`config.mk`:
```
export PLATFORM = sky130hd
export DESIGN_NAME = onewire_temperature_reader
export DESIGN_NICKNAME = d
export VERILOG_FILES = /design/src/design/owt_pkg.sv /design/src/design/owt_cfg.sv /design/src/design/owt_core.sv /design/src/design/onewire_temperature_reader.sv
export SDC_FILE = /design/constraint.sdc
export NUM_CORES = 1
export LEC_CHECK = 0
export ABC_AREA = 1
export BUFFER_PORTS_ARGS = -buffer_cell sky130_fd_sc_hd__clkbuf_2
export CORE_ASPECT_RATIO = 2
export CORE_MARGIN = 2
export CORE_UTILIZATION = 30
export DETAILED_ROUTE_END_ITERATION = 8
export RECOVER_POWER = 100
export REMOVE_ABC_BUFFERS = 1
export SKIP_LAST_GASP = 1
export SYNTH_ARGS = -nofsm -noshare
export SYNTH_HDL_FRONTEND = slang
export SYNTH_SLANG_ARGS = --single-unit
export TNS_END_PERCENT = 50
```
`constraint.sdc`:
```
create_clock -name clk -period 6.9 [get_ports clk]
set_clock_uncertainty 0.2 [all_clocks]
set_input_delay 0.69 -clock clk [delete_from_list [all_inputs] [get_ports clk]]
set_output_delay 0.69 -clock clk [all_outputs]
set_load 0.02 [all_outputs]
```
`src/design/owt_pkg.sv`:
```
// ----------------------------------------------------------------------------
// owt_pkg
// shared constants, types and helpers of the 1-wire temperature reader
// ----------------------------------------------------------------------------
package owt_pkg;

	// timer reach of the slot and phase counters
	localparam int unsigned TIMER_BITS = 16;
	localparam int unsigned TIMER_MAX  = (1 << TIMER_BITS) - 1;

	// configuration port shape
	localparam int unsigned CFG_ADDR_BITS = 3;
	localparam int unsigned CFG_DATA_BITS = 16;

	// register indexes
	localparam logic [CFG_ADDR_BITS-1:0] REG_READ_ENABLE    = 3'd0;
	localparam logic [CFG_ADDR_BITS-1:0] REG_RESET_LOW      = 3'd1;
	localparam logic [CFG_ADDR_BITS-1:0] REG_PRESENCE_WAIT  = 3'd2;
	localparam logic [CFG_ADDR_BITS-1:0] REG_RESET_RECOVER  = 3'd3;
	localparam logic [CFG_ADDR_BITS-1:0] REG_WRITE_SLOT     = 3'd4;
	localparam logic [CFG_ADDR_BITS-1:0] REG_READ_SAMPLE    = 3'd5;
	localparam logic [CFG_ADDR_BITS-1:0] REG_READ_RECOVER   = 3'd6;
	localparam logic [CFG_ADDR_BITS-1:0] REG_CONVERT_WAIT   = 3'd7;

	// 1-wire command bytes
	localparam logic [7:0] CMD_SKIP_ROM   = 8'hcc;
	localparam logic [7:0] CMD_CONVERT    = 8'h44;
	localparam logic [7:0] CMD_READ_SCRATCH = 8'hbe;

	// stream widths
	localparam int unsigned IN_DATA_BITS  = 8;
	localparam int unsigned OUT_DATA_BITS = 24;

	// effective timing limits seen by the sequencer
	typedef struct packed {
		logic                  read_enable;
		logic [TIMER_BITS-1:0] reset_low;
		logic [TIMER_BITS-1:0] presence_wait;
		logic [TIMER_BITS-1:0] reset_recover;
		logic [TIMER_BITS-1:0] write_slot;
		logic [TIMER_BITS-1:0] read_sample;
		logic [TIMER_BITS-1:0] read_recover;
		logic [TIMER_BITS-1:0] convert_wait;
	} cfg_t;

	// one result word
	typedef struct packed {
		logic        temp_negative;
		logic [11:0] temp_integer;
		logic        presence_missing;
		logic        done_res;
		logic        busy_res;
		logic        drive_low;
	} res_t;

	// zero counts as one, values past the timer reach saturate
	function automatic logic [TIMER_BITS-1:0] eff_limit(input logic [CFG_DATA_BITS-1:0] v);
		logic [31:0] w;
		w = 32'(v);
		if (w > 32'(TIMER_MAX))
			w = 32'(TIMER_MAX);
		if (w == 32'd0)
			w = 32'd1;
		return TIMER_BITS'(w);
	endfunction

endpackage

```
`src/design/owt_cfg.sv`:
```
// ----------------------------------------------------------------------------
// owt_cfg
// configuration register file with effective timing limits
// ----------------------------------------------------------------------------
module owt_cfg (
	input  logic                               clk,
	input  logic                               arst_n,
	input  logic                               cfg_we,
	input  logic [owt_pkg::CFG_ADDR_BITS-1:0]  cfg_addr,
	input  logic [owt_pkg::CFG_DATA_BITS-1:0]  cfg_wdata,
	output owt_pkg::cfg_t                      cfg
);
	import owt_pkg::*;

	logic                     read_enable_q;
	logic [CFG_DATA_BITS-1:0] reset_low_q;
	logic [CFG_DATA_BITS-1:0] presence_wait_q;
	logic [CFG_DATA_BITS-1:0] reset_recover_q;
	logic [CFG_DATA_BITS-1:0] write_slot_q;
	logic [CFG_DATA_BITS-1:0] read_sample_q;
	logic [CFG_DATA_BITS-1:0] read_recover_q;
	logic [CFG_DATA_BITS-1:0] convert_wait_q;

	// register writes
	always_ff @(posedge clk or negedge arst_n) begin
		if (!arst_n) begin
			read_enable_q   <= 1'b0;
			reset_low_q     <= 16'd600;
			presence_wait_q <= 16'd30;
			reset_recover_q <= 16'd600;
			write_slot_q    <= 16'd30;
			read_sample_q   <= 16'd6;
			read_recover_q  <= 16'd24;
			convert_wait_q  <= 16'd300;
		end else if (cfg_we) begin
			case (cfg_addr)
				REG_READ_ENABLE:   read_enable_q   <= cfg_wdata[0];
				REG_RESET_LOW:     reset_low_q     <= cfg_wdata;
				REG_PRESENCE_WAIT: presence_wait_q <= cfg_wdata;
				REG_RESET_RECOVER: reset_recover_q <= cfg_wdata;
				REG_WRITE_SLOT:    write_slot_q    <= cfg_wdata;
				REG_READ_SAMPLE:   read_sample_q   <= cfg_wdata;
				REG_READ_RECOVER:  read_recover_q  <= cfg_wdata;
				REG_CONVERT_WAIT:  convert_wait_q  <= cfg_wdata;
				default: ;
			endcase
		end
	end

	// clamped limits
	always_comb begin
		cfg.read_enable   = read_enable_q;
		cfg.reset_low     = eff_limit(reset_low_q);
		cfg.presence_wait = eff_limit(presence_wait_q);
		cfg.reset_recover = eff_limit(reset_recover_q);
		cfg.write_slot    = eff_limit(write_slot_q);
		cfg.read_sample   = eff_limit(read_sample_q);
		cfg.read_recover  = eff_limit(read_recover_q);
		cfg.convert_wait  = eff_limit(convert_wait_q);
	end

endmodule

```
`src/design/owt_core.sv`:
```
// ----------------------------------------------------------------------------
// owt_core
// 1-wire sequencer state, advanced by one tick per step
// ----------------------------------------------------------------------------
module owt_core (
	input  logic          clk,
	input  logic          arst_n,
	input  logic          step,
	input  logic          start_req,
	input  logic          line_in,
	input  owt_pkg::cfg_t cfg,
	output owt_pkg::res_t res
);
	import owt_pkg::*;

	typedef enum logic [3:0] {
		PH_IDLE,
		PH_RST_LOW,
		PH_RST_WAIT,
		PH_RST_REC,
		PH_WR_START,
		PH_WR_HOLD,
		PH_WR_REC,
		PH_CONV,
		PH_RD_START,
		PH_RD_WAIT,
		PH_RD_REC
	} phase_t;

	phase_t                phase_q, phase_d;
	logic [TIMER_BITS-1:0] tick_q, tick_d;
	logic [2:0]            bit_q, bit_d;
	logic [2:0]            byte_step_q, byte_step_d;
	logic [7:0]            shift_q, shift_d;
	logic [7:0]            raw_low_q, raw_low_d;
	logic [11:0]           result_int_q, result_int_d;
	logic                  result_neg_q, result_neg_d;
	logic                  presence_q, presence_d;

	phase_t                ph;
	logic [TIMER_BITS-1:0] tick_cur;
	logic [TIMER_BITS-1:0] lim;
	logic [TIMER_BITS:0]   tick_inc;
	logic                  t_end;
	logic [TIMER_BITS-1:0] tick_adv;
	logic [15:0]           raw;
	logic [15:0]           mag;
	logic                  drive, busy, done;

	// next state for one tick
	always_comb begin
		ph       = phase_q;
		tick_cur = tick_q;
		byte_step_d = byte_step_q;
		if (phase_q == PH_IDLE && start_req && cfg.read_enable) begin
			ph          = PH_RST_LOW;
			tick_cur    = '0;
			byte_step_d = 3'd0;
		end
		busy = (ph != PH_IDLE);

		// limit of the timed phase, and its end test
		case (ph)
			PH_RST_LOW:  lim = cfg.reset_low;
			PH_RST_WAIT: lim = cfg.presence_wait;
			PH_RST_REC:  lim = cfg.reset_recover;
			PH_WR_HOLD:  lim = cfg.write_slot;
			PH_CONV:     lim = cfg.convert_wait;
			PH_RD_WAIT:  lim = cfg.read_sample;
			PH_RD_REC:   lim = cfg.read_recover;
			default:     lim = cfg.reset_low;
		endcase
		tick_inc = {1'b0, tick_cur} + 1'b1;
		t_end    = (tick_inc >= {1'b0, lim});
		tick_adv = t_end ? '0 : tick_inc[TIMER_BITS-1:0];

		// temperature from the two bytes read
		raw = {shift_q, raw_low_q};
		mag = shift_q[7] ? (16'd0 - raw) : raw;

		phase_d      = ph;
		tick_d       = tick_cur;
		bit_d        = bit_q;
		shift_d      = shift_q;
		raw_low_d    = raw_low_q;
		result_int_d = result_int_q;
		result_neg_d = result_neg_q;
		presence_d   = presence_q;
		drive        = 1'b0;
		done         = 1'b0;

		case (ph)
			PH_IDLE: ;
			PH_RST_LOW: begin
				drive  = 1'b1;
				tick_d = tick_adv;
				if (t_end)
					phase_d = PH_RST_WAIT;
			end
			PH_RST_WAIT: begin
				tick_d = tick_adv;
				if (t_end) begin
					presence_d = line_in;
					phase_d    = PH_RST_REC;
				end
			end
			PH_RST_REC: begin
				tick_d = tick_adv;
				if (t_end) begin
					byte_step_d = (byte_step_q == 3'd2) ? 3'd3 : 3'd0;
					shift_d     = CMD_SKIP_ROM;
					bit_d       = 3'd0;
					tick_d      = '0;
					phase_d     = PH_WR_START;
				end
			end
			PH_WR_START: begin
				drive   = 1'b1;
				tick_d  = '0;
				phase_d = PH_WR_HOLD;
			end
			PH_WR_HOLD: begin
				drive  = ~shift_q[0];
				tick_d = tick_adv;
				if (t_end)
					phase_d = PH_WR_REC;
			end
			PH_WR_REC: begin
				shift_d = {1'b0, shift_q[7:1]};
				tick_d  = '0;
				if (bit_q < 3'd7) begin
					bit_d   = bit_q + 3'd1;
					phase_d = PH_WR_START;
				end else if (byte_step_q == 3'd0) begin
					byte_step_d = 3'd1;
					shift_d     = CMD_CONVERT;
					bit_d       = 3'd0;
					phase_d     = PH_WR_START;
				end else if (byte_step_q == 3'd1) begin
					byte_step_d = 3'd2;
					phase_d     = PH_CONV;
				end else if (byte_step_q == 3'd3) begin
					byte_step_d = 3'd4;
					shift_d     = CMD_READ_SCRATCH;
					bit_d       = 3'd0;
					phase_d     = PH_WR_START;
				end else begin
					byte_step_d = 3'd5;
					shift_d     = 8'd0;
					bit_d       = 3'd0;
					phase_d     = PH_RD_START;
				end
			end
			PH_CONV: begin
				tick_d = tick_adv;
				if (t_end)
					phase_d = PH_RST_LOW;
			end
			PH_RD_START: begin
				drive   = 1'b1;
				tick_d  = '0;
				phase_d = PH_RD_WAIT;
			end
			PH_RD_WAIT: begin
				tick_d = tick_adv;
				if (t_end) begin
					shift_d = {line_in, shift_q[7:1]};
					phase_d = PH_RD_REC;
				end
			end
			PH_RD_REC: begin
				tick_d = tick_adv;
				if (t_end) begin
					if (bit_q < 3'd7) begin
						bit_d   = bit_q + 3'd1;
						phase_d = PH_RD_START;
					end else if (byte_step_q == 3'd5) begin
						raw_low_d   = shift_q;
						byte_step_d = 3'd6;
						shift_d     = 8'd0;
						bit_d       = 3'd0;
						phase_d     = PH_RD_START;
					end else begin
						result_neg_d = shift_q[7];
						result_int_d = mag[15:4];
						done         = 1'b1;
						phase_d      = PH_IDLE;
						bit_d        = 3'd0;
						byte_step_d  = 3'd0;
					end
				end
			end
			default: begin
				phase_d = PH_IDLE;
				tick_d  = '0;
			end
		endcase

		res.drive_low        = drive;
		res.busy_res         = busy;
		res.done_res         = done;
		res.presence_missing = presence_d;
		res.temp_integer     = result_int_d;
		res.temp_negative    = result_neg_d;
	end

	// state registers
	always_ff @(posedge clk or negedge arst_n) begin
		if (!arst_n) begin
			phase_q      <= PH_IDLE;
			tick_q       <= '0;
			bit_q        <= 3'd0;
			byte_step_q  <= 3'd0;
			shift_q      <= 8'd0;
			raw_low_q    <= 8'd0;
			result_int_q <= 12'd0;
			result_neg_q <= 1'b0;
			presence_q   <= 1'b0;
		end else if (step) begin
			phase_q      <= phase_d;
			tick_q       <= tick_d;
			bit_q        <= bit_d;
			byte_step_q  <= byte_step_d;
			shift_q      <= shift_d;
			raw_low_q    <= raw_low_d;
			result_int_q <= result_int_d;
			result_neg_q <= result_neg_d;
			presence_q   <= presence_d;
		end
	end

endmodule

```
`src/design/onewire_temperature_reader.sv`:
```
// ----------------------------------------------------------------------------
// onewire_temperature_reader
// 1-wire master that reads one temperature sensor per start request
// ----------------------------------------------------------------------------
// Each input word is one microsecond tick: start_req and the sampled bus
// level line_in. Each accepted word gives exactly one result word with the
// line drive for that tick, busy, done, presence status and the last
// temperature as sign and integer magnitude.
// A word is registered at the input, then stepped through the sequencer into
// the output register once that register is free or being read, and its
// result shows on m_tvalid. One word is taken per cycle while m_tready holds;
// the figure is set by the single-tick step of the phase/slot sequencer.
// When the receiver stalls, the result waits in the output register, one
// more word waits in the input register, and s_tready then drops until
// m_tready returns. The cfg port writes timing registers at once; write it
// only while no sequence runs.
// Reset clears the sequencer to idle, empties both registers, and loads the
// default timings with reads disabled.
// ----------------------------------------------------------------------------
module onewire_temperature_reader (
	input  logic                                clk,
	input  logic                                arst_n,
	// slave side, tdata: start_req, line_in, zero padding
	input  logic                                s_tvalid,
	output logic                                s_tready,
	input  logic [owt_pkg::IN_DATA_BITS-1:0]    s_tdata,
	// master side, tdata: drive_low, busy_res, done_res, presence_missing,
	// temp_integer[11:0], temp_negative, zero padding
	output logic                                m_tvalid,
	input  logic                                m_tready,
	output logic [owt_pkg::OUT_DATA_BITS-1:0]   m_tdata,
	// configuration writes
	input  logic                                cfg_we,
	input  logic [owt_pkg::CFG_ADDR_BITS-1:0]   cfg_addr,
	input  logic [owt_pkg::CFG_DATA_BITS-1:0]   cfg_wdata
);
	import owt_pkg::*;

	cfg_t cfg;
	res_t res;

	logic       valid_s1;
	logic       start_s1;
	logic       line_s1;
	logic       out_valid_q;
	res_t       out_q;
	logic       advance;

	owt_cfg u_cfg (
		.clk       (clk),
		.arst_n    (arst_n),
		.cfg_we    (cfg_we),
		.cfg_addr  (cfg_addr),
		.cfg_wdata (cfg_wdata),
		.cfg       (cfg)
	);

	// step the sequencer when the input stage can move into the output
	assign advance  = valid_s1 && (!out_valid_q || m_tready);
	assign s_tready = !valid_s1 || advance;

	owt_core u_core (
		.clk       (clk),
		.arst_n    (arst_n),
		.step      (advance),
		.start_req (start_s1),
		.line_in   (line_s1),
		.cfg       (cfg),
		.res       (res)
	);

	// input register
	always_ff @(posedge clk or negedge arst_n) begin
		if (!arst_n) begin
			valid_s1 <= 1'b0;
		end else if (s_tready) begin
			valid_s1 <= s_tvalid;
		end
	end

	always_ff @(posedge clk) begin
		if (s_tvalid && s_tready) begin
			start_s1 <= s_tdata[0];
			line_s1  <= s_tdata[1];
		end
	end

	// output register
	always_ff @(posedge clk or negedge arst_n) begin
		if (!arst_n) begin
			out_valid_q <= 1'b0;
		end else if (advance) begin
			out_valid_q <= 1'b1;
		end else if (m_tready) begin
			out_valid_q <= 1'b0;
		end
	end

	always_ff @(posedge clk) begin
		if (advance)
			out_q <= res;
	end

	assign m_tvalid = out_valid_q;
	assign m_tdata  = {7'd0, out_q.temp_negative, out_q.temp_integer,
		out_q.presence_missing, out_q.done_res, out_q.busy_res, out_q.drive_low};

endmodule

```
==> results.cfg, run 1 <==
[run_status]
run_status = complete, but fails checks
violated_checks = max-capacitance violations, max-slew violations

[critical_path]
slowest_stage = inv_1
timing.critical_path.from_type = flop
critPathCaptureType = flop
worstPathMaxFanout = 27
worst-endpoint-arrival_ns = 5.72
cp.required_ns = 6.91
biggest_cell_delay_along_the_critical_path_ns = 0.63
critical_path.most_common_cell = nand2_1
criticalPathCategory = reg2reg
buf_inv_on_cp = 4
path_delay_family = simple AND/OR/NAND/NOR gates

[power]
fin_total_pwr_mw = 3.44
ir_worst_vdd_v = 0.000266
power.share.switching = 0.356
p_per_area_nw_per_um2 = 308
internal-power_mw = 2.22
power.combinational.fraction = 0.250
static-leakage-power_nw = 5.37
seq_power_share = 0.437
power.net_switching_mw = 1.23
clock_network_power_share = 0.313

[hold_path]
hold_path_class = in2reg

[logic_synthesis]
post-synth-top-count-cell = nand2_1
synthesis.area_sq_um = 10000
async_reset_ff_frac = 0.900
synth.top_cells.by_count = nand2_1, dfrtp_1, o21ai_0
post_synth_main_area_contributors = dfrtp_1, nand2_1, o21ai_0, dfstp_2, edfxtp_1
seq_area_frac_synth = 0.487
number_of_flip_flops_and_latches_in_the_synthesized_netlist = 190
yosysWarnings = 0
yosys.area.top_type_share = 0.367
syn_area_per_cell_sq_um = 7.98
synth_cell_type_count = 47
synth-main-ff-cell = dfrtp_1
postSynthCellCount = 1257
synth_largest_area_cell = dfrtp_1
synth_edf_count = 19

[die]
num_io_pins = 58
die-width_microns = 133
floorplan.initialDensity = 0.305
die_h_microns = 263
core_area_sq_um = 32900
design.die.area_sq_um = 35000
std_cell_rows = 94

[global_routing]
global_route_wire_length_before_repair_mm = 44.2
grt.total_usage = 0.161
grt_overflow = 0
first_global_vias = 8393
grt_max_degree = 71
number_of_antenna_violations_at_the_first_check_in_global_routing = 0

[finish]
multiInputGateArea_sq_um = 4370
antenna-diode-count = 0
layout_cells_sized_above_1 = 0.0844
area_growth_syn_to_layout_pct = 11.5
area_of_all_sequential_standard_cells_sq_um = 4880
nNetsFinal = 1328
fillerInstances = 3580

[cts]
clk_latency_ns = 0.46
post_cts_resized = 0
cts_buffers = 17
numClockSinks = 190
root_buffer = clkbuf_16
cts.path.max_buffers = 2
h-tree-depth = 4
post_cts.repair.setup_buffers = 0
cts_hold_buf = 0
clock_tree_from_tritoncts = done
cts.reportedPaths.clkPinSlew_ns = 0.07

[timing]
min_period_over_period = 0.828
max_clock_freq_mhz = 175
timing.final.hold_violations = 0
headroom_to_the_max_slew_limit = -1.60
tightest_slew_ns = 3.90
fin_setup_tns_ns = 0
report.final.setup_viol = 0
slew_viol_final = 259
period_needed_ns = 5.71
rsz0062_at_grt = no
final_critical_path_setup_slack_ns = 1.19

[route]
sum_of_met2_wire_segment_lengths_after_detailed_routing_mm = 15.2
drtAntennaViolNets = 0
vias_per_cell = 4.92
wl_met3_microns = 857
top_signal_layer_used = met4
first_iter_violations = 650
wl_met1_mm = 9.74
routed_wl_mm = 27.3
routedWlPerCell_microns = 15.8
post-route-drc-count = 0
route.vias.total = 8485
dr.pass1.iters = 5

[run]
total_of_max_cap_violations = 5

[placed_design]
detailed_place_hpwl_mm = 20.2
finalWeightedCongestion = 0.864
port_buffers = 44
place_ws_ns = 1.71
-- layer usage --
layer | vias up | GRT usage
met4 | 0 | 0.0952
met1 | 4023 | 0.160
met2 | 209 | 0.310
li1 | 4185 | -
met3 | 68 | 0.0220
met5 | - | 0
-- state kept, by name (all words and copies together) (netlist names), 3 cells and up --
register               count
u_core.byte_step_q         3
u_cfg.convert_wait_q      16
u_cfg.reset_recover_q     16
u_core.phase_q             4
u_cfg.reset_low_q         16
u_core.raw_low_q           8
u_core.shift_q             8
u_core.result_int_q       12
u_cfg.write_slot_q        16
u_core.bit_q               3
m_tdata                   17
u_cfg.read_sample_q       16
u_cfg.presence_wait_q     16
u_cfg.read_recover_q      16
u_core.tick_q             16
-- cells in the final DEF, fill, tap and decap left out, types with 7 or more instances in the layout --
cell type  netlist  final
dfstp_2         24     24
nor4_1          17     17
o21ai_1         49     20
xor2_1          19     19
inv_1          124    127
conb_1           1      7
o21ai_0        141    170
ha_1            18     18
nand2_1        374    376
nor3_1           9      9
nor2_1          71     71
o22ai_1         14     14
clkbuf_1        39     30
edfxtp_1        19     19
clkbuf_2         0     21
a221oi_1        20     20
a22oi_1          9      9
dfrtp_1        147    147
a21oi_1         24     24
nand3_1         44     44
nand4_1         20     20
inv_2           11      7
clkbuf_16        0     18
-- final timing paths --
path                                          start                 endpoint  slack (ns)  cells past startpoint
worst max-delay path              u_core.phase_q[2]               m_tdata[7]        1.19                     27
worst min-delay path                     s_tdata[0]                 start_s1        0.22                      1
worst max register to register    u_core.phase_q[2]               m_tdata[7]        1.19                     27
worst min register to register  u_core.result_neg_q      u_core.result_neg_q        0.28                      2
max in group asynchronous                    arst_n      u_core.raw_low_q[2]        1.73                      2
min in group asynchronous                    arst_n  u_cfg.read_sample_q[15]        1.39                      1
-- power groups by stage --
stage / combinational (mW) / clock [mW] / sequential [mW]
6_report: 0.862 / 1.08 / 1.50
5_1_grt: 0.975 / 1.14 / 1.53
4_1_cts: 0.889 / 1.11 / 1.50
3_5_place_dp: 0.884 / 0 / 1.52
3_3_place_gp: 0.869 / 0 / 1.52
2_1_floorplan: 0.585 / 0 / 1.49
-- per-stage QoR --
stage	cells	utilization	hold slack (ns)	instance area, sq um
2_1_floorplan	1206	-	0.194	9770
3_3_place_gp	1691	0.322	0.262	10600
3_5_place_dp	1691	0.322	0.266	10600
4_1_cts	1723	0.342	0.0601	11200
5_1_grt	1723	0.340	0.215	11200
6_report	1723	0.340	0.218	11200
-- final cells by class --
class,instances,area share
multi-input cells,880,0.391
inverters,136,0.0459
clock inverters,12,0.0157
well taps,432,0.0483
repair buffers,53,0.0211
clock buffers,20,0.0418
flip-flops and latches,190,0.436
-- kinds of logic (layout without fill, tap and decap cells) --
| family | Yosys count | after routing | share of synthesized area |
|---|---|---|---|
| XOR/XNOR | 23 | 23 | 0.0201 |
| AO/OA/AOI/OAI | 267 | 267 | 0.149 |
| AND/OR/NAND/NOR | 565 | 565 | 0.242 |
| flip-flops | 190 | 190 | 0.487 |
| other | 1 | 7 | 0.000374 |
| buffers and inverters | 193 | 221 | 0.0795 |
| adder cells (fa/ha/maj) | 18 | 18 | 0.0225 |
Note: power is estimated with default switching activity, not from simulation.
==> inputs of run 2 (changes only) <==
==> constraint.sdc (replaced) <==
create_clock -name clk -period 5.42 [get_ports clk]
set_clock_uncertainty 0.2 [all_clocks]
set_input_delay 0.542 -clock clk [delete_from_list [all_inputs] [get_ports clk]]
set_output_delay 0.542 -clock clk [all_outputs]
set_load 0.02 [all_outputs]
==> results.cfg, run 2 (synthesis gave the netlist of run 1 again) <==
[hold_path]
hold_path_class = in2reg

[cts]
post_cts.repair.setup_buffers = 0
root_buffer = clkbuf_16
cts_buffers = 17
cts.path.max_buffers = 2
clock_tree_from_tritoncts = done
clk_latency_ns = 0.45
h-tree-depth = 4
cts.reportedPaths.clkPinSlew_ns = 0.07
numClockSinks = 190

[power]
power.net_switching_mw = 1.57
clock_network_power_share = 0.298
static-leakage-power_nw = 5.35
internal-power_mw = 2.73
power.share.switching = 0.365
ir_worst_vdd_v = 0.000258
seq_power_share = 0.444
power.combinational.fraction = 0.257
p_per_area_nw_per_um2 = 386

[route]
post-route-drc-count = 0
route.vias.total = 8540
first_iter_violations = 410
dr.pass1.iters = 6
routedWlPerCell_microns = 15.8
drtAntennaViolNets = 0
vias_per_cell = 4.94
routed_wl_mm = 27.4

[finish]
mostFrequentLayoutCells = nand2_1, o21ai_0, dfrtp_1
fillerInstances = 3545
antenna-diode-count = 0
stdcell_area_sq_um = 11100
commonest_non_fill_non_tap_cell_in_the_layout = nand2_1
multiInputGateArea_sq_um = 4350
largest_register_ff_count = 17
layout_cells_sized_above_1 = 0.0880
area_growth_syn_to_layout_pct = 11.2
nNetsFinal = 1333
area_of_all_sequential_standard_cells_sq_um = 4880

[global_routing]
globalRoute.busiestLayer = met2
globalRouteMet1Util = 0.156
grt.total_usage = 0.163
first_global_vias = 8563
grt_max_degree = 84
globalRouteMet3Util = 0.0272
number_of_antenna_violations_at_the_first_check_in_global_routing = 0
grt_overflow = 0
groute.layer.met2.usage = 0.320
global_route_wire_length_before_repair_mm = 44.7

[timing]
timing.final.hold_violations = 0
rsz0062_at_grt = no
tightest_slew_ns = 2.40
fin_setup_tns_ns = 0
headroom_to_the_max_slew_limit = -0.599
timing.hold.ws_ns = 0.0780
period_needed_ns = 4.65
max_clock_freq_mhz = 215
min_period_over_period = 0.858
report.final.setup_viol = 0
slew_viol_final = 134

[critical_path]
criticalPathCategory = reg2reg
critPathCaptureType = flop
timing.critical_path.from_type = flop
worstPathMaxFanout = 23
worst-endpoint-arrival_ns = 4.66
cp.required_ns = 5.43

[die]
num_io_pins = 58
die-width_microns = 133
std_cell_rows = 94
floorplan.initialDensity = 0.305
design.die.area_sq_um = 35000
die_h_microns = 263
core_area_sq_um = 32900

[placed_design]
place_area_sq_um = 10600
finalWeightedCongestion = 0.854
detailed_place_hpwl_mm = 20.3
port_buffers = 44

[run_status]
violated_checks = max-capacitance violations, max-slew violations
run_status = complete, but fails checks

[run]
total_of_max_cap_violations = 2
run 2: cell types whose count changed in the layout (fill, tap and decap cells not counted), sizes merged:
cell | previous run | this run
bufinv | 3 | 2
dlygate4sd3 | 0 | 1
clkinvlp | 2 | 3
clkinv | 4 | 7
clkbuf | 70 | 67
buf | 3 | 7
run 2: through the flow:
stage | instances | setup slack [ns] | utilization | power [mW]
after floorplan | 1206 | 1.50 | - | 2.65
after global placement | 1695 | 0.901 | 0.323 | 3.05
after detailed placement | 1695 | 0.902 | 0.323 | 3.08
after CTS | 1728 | 0.877 | 0.341 | 4.37
after global routing | 1728 | 0.291 | 0.339 | 4.56
final | 1728 | 0.768 | 0.339 | 4.30
run 2: worst paths after layout:
check / depth (start not counted) / end / start / slack (ns)
worst min register to register: 2 / u_core.tick_q[12] / u_core.tick_q[12] / 0.28
worst min-delay path: 1 / line_s1 / s_tdata[1] / 0.08
min in group asynchronous: 2 / u_core.result_neg_q / arst_n / 1.08
worst max-delay path: 26 / m_tdata[13] / u_core.phase_q[1] / 0.77
max in group asynchronous: 3 / u_cfg.presence_wait_q[13] / arst_n / 1.76
worst max register to register: 26 / m_tdata[13] / u_core.phase_q[1] / 0.77
run 2: timing repair:
action	in CTS	in global routing
hold buffers	1	0
gates resized for setup	0	0
endpoints found under the hold margin	8	0
run 2: routing by layer:
metal | vias to the layer above | wire [microns]
li1 | 4194 | -
met1 | 4086 | 9610
met2 | 189 | 15700
met3 | 71 | 710
met4 | 0 | 1350
met5 | - | 0
run 2: layout make-up:
| type | instances | share of cell area |
|---|---|---|
| inverters | 136 | 0.0460 |
| clock inverters | 15 | 0.0144 |
| clock buffers | 17 | 0.0382 |
| multi-input cells | 880 | 0.390 |
| repair buffers | 58 | 0.0252 |
| well taps | 432 | 0.0485 |
| flip-flops and latches | 190 | 0.438 |
run 2: critical path: stages, from the launching register on:
cell and delay, ns:
dfrtp_1 0.47, nor2_1 0.22, nand3_4 0.09, nand2_1 0.12, inv_1 0.07, nor2_1 0.19
nand2_2 0.20, inv_2 0.37, a22oi_1 0.12, o2111ai_1 0.16, a21oi_1 0.15, ha_1 0.31
nand2_1 0.04, nor2_1 0.18, nand3b_1 0.11, nand3_1 0.11, nand2_1 0.06, nand2_1 0.05
nand2_1 0.04, nand2_1 0.05, nand2_1 0.14, nand2_4 0.21, nand2_1 0.18, nor2_8 0.30
nand2_1 0.09, o21ai_0 0.11, inv_1 0.06
run 2: power groups by stage:
stage | clock network (mW) | logic, mW | registers (mW)
floorplan | 0 | 0.745 | 1.90
global placement | 0 | 1.12 | 1.93
detailed placement | 0 | 1.14 | 1.93
CTS | 1.32 | 1.15 | 1.91
global route | 1.37 | 1.25 | 1.94
finish | 1.28 | 1.11 | 1.91
==> inputs of run 3 (changes only) <==
--- a/config.mk
+++ b/config.mk
@@ -5,10 +5,8 @@
 export SDC_FILE = /design/constraint.sdc
 export NUM_CORES = 1
 export LEC_CHECK = 0
-export ABC_AREA = 1
 export BUFFER_PORTS_ARGS = -buffer_cell sky130_fd_sc_hd__clkbuf_2
 export CORE_ASPECT_RATIO = 2
-export CORE_MARGIN = 2
 export CORE_UTILIZATION = 30
 export DETAILED_ROUTE_END_ITERATION = 8
 export RECOVER_POWER = 100
==> constraint.sdc (replaced) <==
create_clock -name clk -period 5.11 [get_ports clk]
set_clock_uncertainty 0.2 [all_clocks]
set_input_delay 0.511 -clock clk [delete_from_list [all_inputs] [get_ports clk]]
set_output_delay 0.511 -clock clk [all_outputs]
set_load 0.02 [all_outputs]
==> results.cfg, run 3 <==
[global_routing]
global_route_wire_length_before_repair_mm = 43.5
grt.total_usage = 0.176
grt_overflow = 0
grt_max_degree = 79
number_of_antenna_violations_at_the_first_check_in_global_routing = 0
first_global_vias = 7854

[timing]
timing.hold.ws_ns = 0.0345
timing.final.hold_violations = 0
rsz0062_at_grt = no
period_needed_ns = 4.89
headroom_to_the_max_slew_limit = -0.311
report.final.setup_viol = 0
fin_setup_tns_ns = 0
max_clock_freq_mhz = 204
tightest_slew_ns = 1.97
slew_viol_final = 79
min_period_over_period = 0.958

[cts]
cts_buffers = 17
cts.reportedPaths.clkPinSlew_ns = 0.07
h-tree-depth = 4
cts.path.max_buffers = 2
clk_latency_ns = 0.46
clock_tree_from_tritoncts = done
post_cts.repair.setup_buffers = 0
root_buffer = clkbuf_16
numClockSinks = 190

[power]
p_per_area_nw_per_um2 = 456
static-leakage-power_nw = 4.64
ir_worst_vdd_v = 0.000286
fin_total_pwr_mw = 5.13

[logic_synthesis]
post_synth_main_area_contributors = dfrtp_1, mux2_2, dfstp_2, edfxtp_1, a22oi_1
synth_largest_area_cell = dfrtp_1
post-synth-top-count-cell = mux2_2
synthesis.area_sq_um = 9860
synth.top_cells.by_count = mux2_2, dfrtp_1, nand2_1
seq_area_frac_synth = 0.495
yosys.area.top_type_share = 0.373
postSynthCellCount = 876
syn_area_per_cell_sq_um = 11.3
async_reset_ff_frac = 0.900
synth_edf_count = 19
number_of_flip_flops_and_latches_in_the_synthesized_netlist = 190
synth_cell_type_count = 64
synth-main-ff-cell = dfrtp_1
yosysWarnings = 0

[critical_path]
ff2ff_setup_slack_ns = 0.22
timing.critical_path.from_type = flop
slowest_stage = nor3_1
biggest_cell_delay_along_the_critical_path_ns = 0.40
rr_worst_depth = 19
path_delay_family = simple AND/OR/NAND/NOR gates
worstPathMaxFanout = 13
buf_inv_on_cp = 2
reg2reg_from = u_cfg.read_enable_q
cp.required_ns = 5.25
critPathCaptureType = flop
cp_cell_sequence = and2_0 > nand2_1 > and2_0 > ha_1 > nand4_1 > a211oi_1 > buf_4 > and3_1 > xnor2_1 > nor2_1 > ha_1 > nand2_1 > nor3_1 > nand3_1 > nand4_1 > buf_4 > or2_2 > nand3_2 > mux2_2
worst-endpoint-arrival_ns = 5.03
rr_endpoint = u_core.raw_low_q[5]
criticalPathCategory = reg2reg

[route]
vias_per_cell = 5.50
route.vias.total = 7553
routedWlPerCell_microns = 20.5
routed_wl_mm = 28.1
dr.pass1.iters = 6
post-route-drc-count = 0
first_iter_violations = 446
drtAntennaViolNets = 0

[die]
core_area_sq_um = 32200
design.die.area_sq_um = 33600
num_io_pins = 58
die-width_microns = 130
die_h_microns = 258
std_cell_rows = 93
floorplan.initialDensity = 0.306

[placed_design]
finalWeightedCongestion = 0.927
place_area_sq_um = 10700
detailed_place_hpwl_mm = 21.3
port_buffers = 44

[hold_path]
hold_path_class = in2reg
hold_start = s_tdata[0]
worst_hold_path.num_cells = 1
hold_path_end = start_s1

[finish]
nNetsFinal = 983
utilization = 0.349
fillerInstances = 3299
area_growth_syn_to_layout_pct = 14.1
stdcell_area_sq_um = 11300
commonest_non_fill_non_tap_cell_in_the_layout = mux2_2
largest_register_ff_count = 17
layout_cells_sized_above_1 = 0.290
mostFrequentLayoutCells = mux2_2, dfrtp_1, nand2_1
antenna-diode-count = 0

[run_status]
violated_checks = max-capacitance violations, max-slew violations
run_status = complete, but fails checks

[run]
total_of_max_cap_violations = 1
[run 3: cell types whose count changed after synthesis, moves of 14 or more]
cell	delta
a221oi_1	-18
a22oi_1	+29
inv_1	-111
mux2_2	+152
nand2_1	-313
nand2b_1	+14
nand3_1	-22
nor2_1	-32
o21ai_0	-103
o21ai_1	-49
[run 3: stage by stage]
stage	std cells	setup slack (ns)
floorplan	830	-0.511
global placement	1340	0.242
detailed placement	1340	0.149
CTS	1373	0.148
global route	1373	0.0638
finish	1373	0.217
[run 3: logic make-up after synthesis]
kind of cell | share of synthesized area
xor+xnor | 0.0222
mux | 0.181
flops | 0.495
fa+ha+maj | 0.0228
buf+inv | 0.0277
simple gates | 0.137
compound gates | 0.115
other cells | 0.000380
[run 3: cell type report]
class	instances	area (sq um)	area share
tap	427	534	0.0475
timing repair buffer	84	455	0.0405
clock buffer	20	468	0.0416
inverter	13	48.8	0.00434
sequential	190	4880	0.434
multi-input combinational	627	4740	0.422
clock inverter	12	121	0.0108
[run 3: report_power, final]
part / internal, mW / total [mW] / switching, mW
clock: 0.725 / 1.33 / 0.606
combinational: 0.693 / 1.63 / 0.934
sequential: 1.84 / 2.17 / 0.333
total: 3.26 / 5.13 / 1.87
[run 3: how the worst max path moves through the flow]
stage	startpoint	end	slack, ns	cells after the start
2_1_floorplan	u_core.phase_q[0]	u_core.tick_q[0]	-0.51	17
3_3_place_gp	u_cfg.read_enable_q	u_core.raw_low_q[4]	0.24	19
3_5_place_dp	u_cfg.read_enable_q	u_core.raw_low_q[3]	0.15	19
4_1_cts	u_cfg.read_enable_q	u_core.raw_low_q[5]	0.15	19
5_1_grt	u_cfg.read_enable_q	u_core.tick_q[9]	0.06	20
6_report	u_cfg.read_enable_q	u_core.raw_low_q[5]	0.22	19
[run 3: per-layer routing]
layer | share of wire | global-route usage | up-vias
li1 | - | - | 3395
met3 | 0.038 | 0.0334 | 112
met2 | 0.57 | 0.334 | 263
met4 | 0.067 | 0.125 | 0
met1 | 0.33 | 0.162 | 3783
met5 | 0 | 0 | -
[run 3: timing repair]
item | 4_1_cts | 5_1_grt
endpoints found under the hold margin | 74 | 0
resized for setup | 0 | 4
endpoints found under the setup margin | 0 | 21
hold buffers | 1 | 0
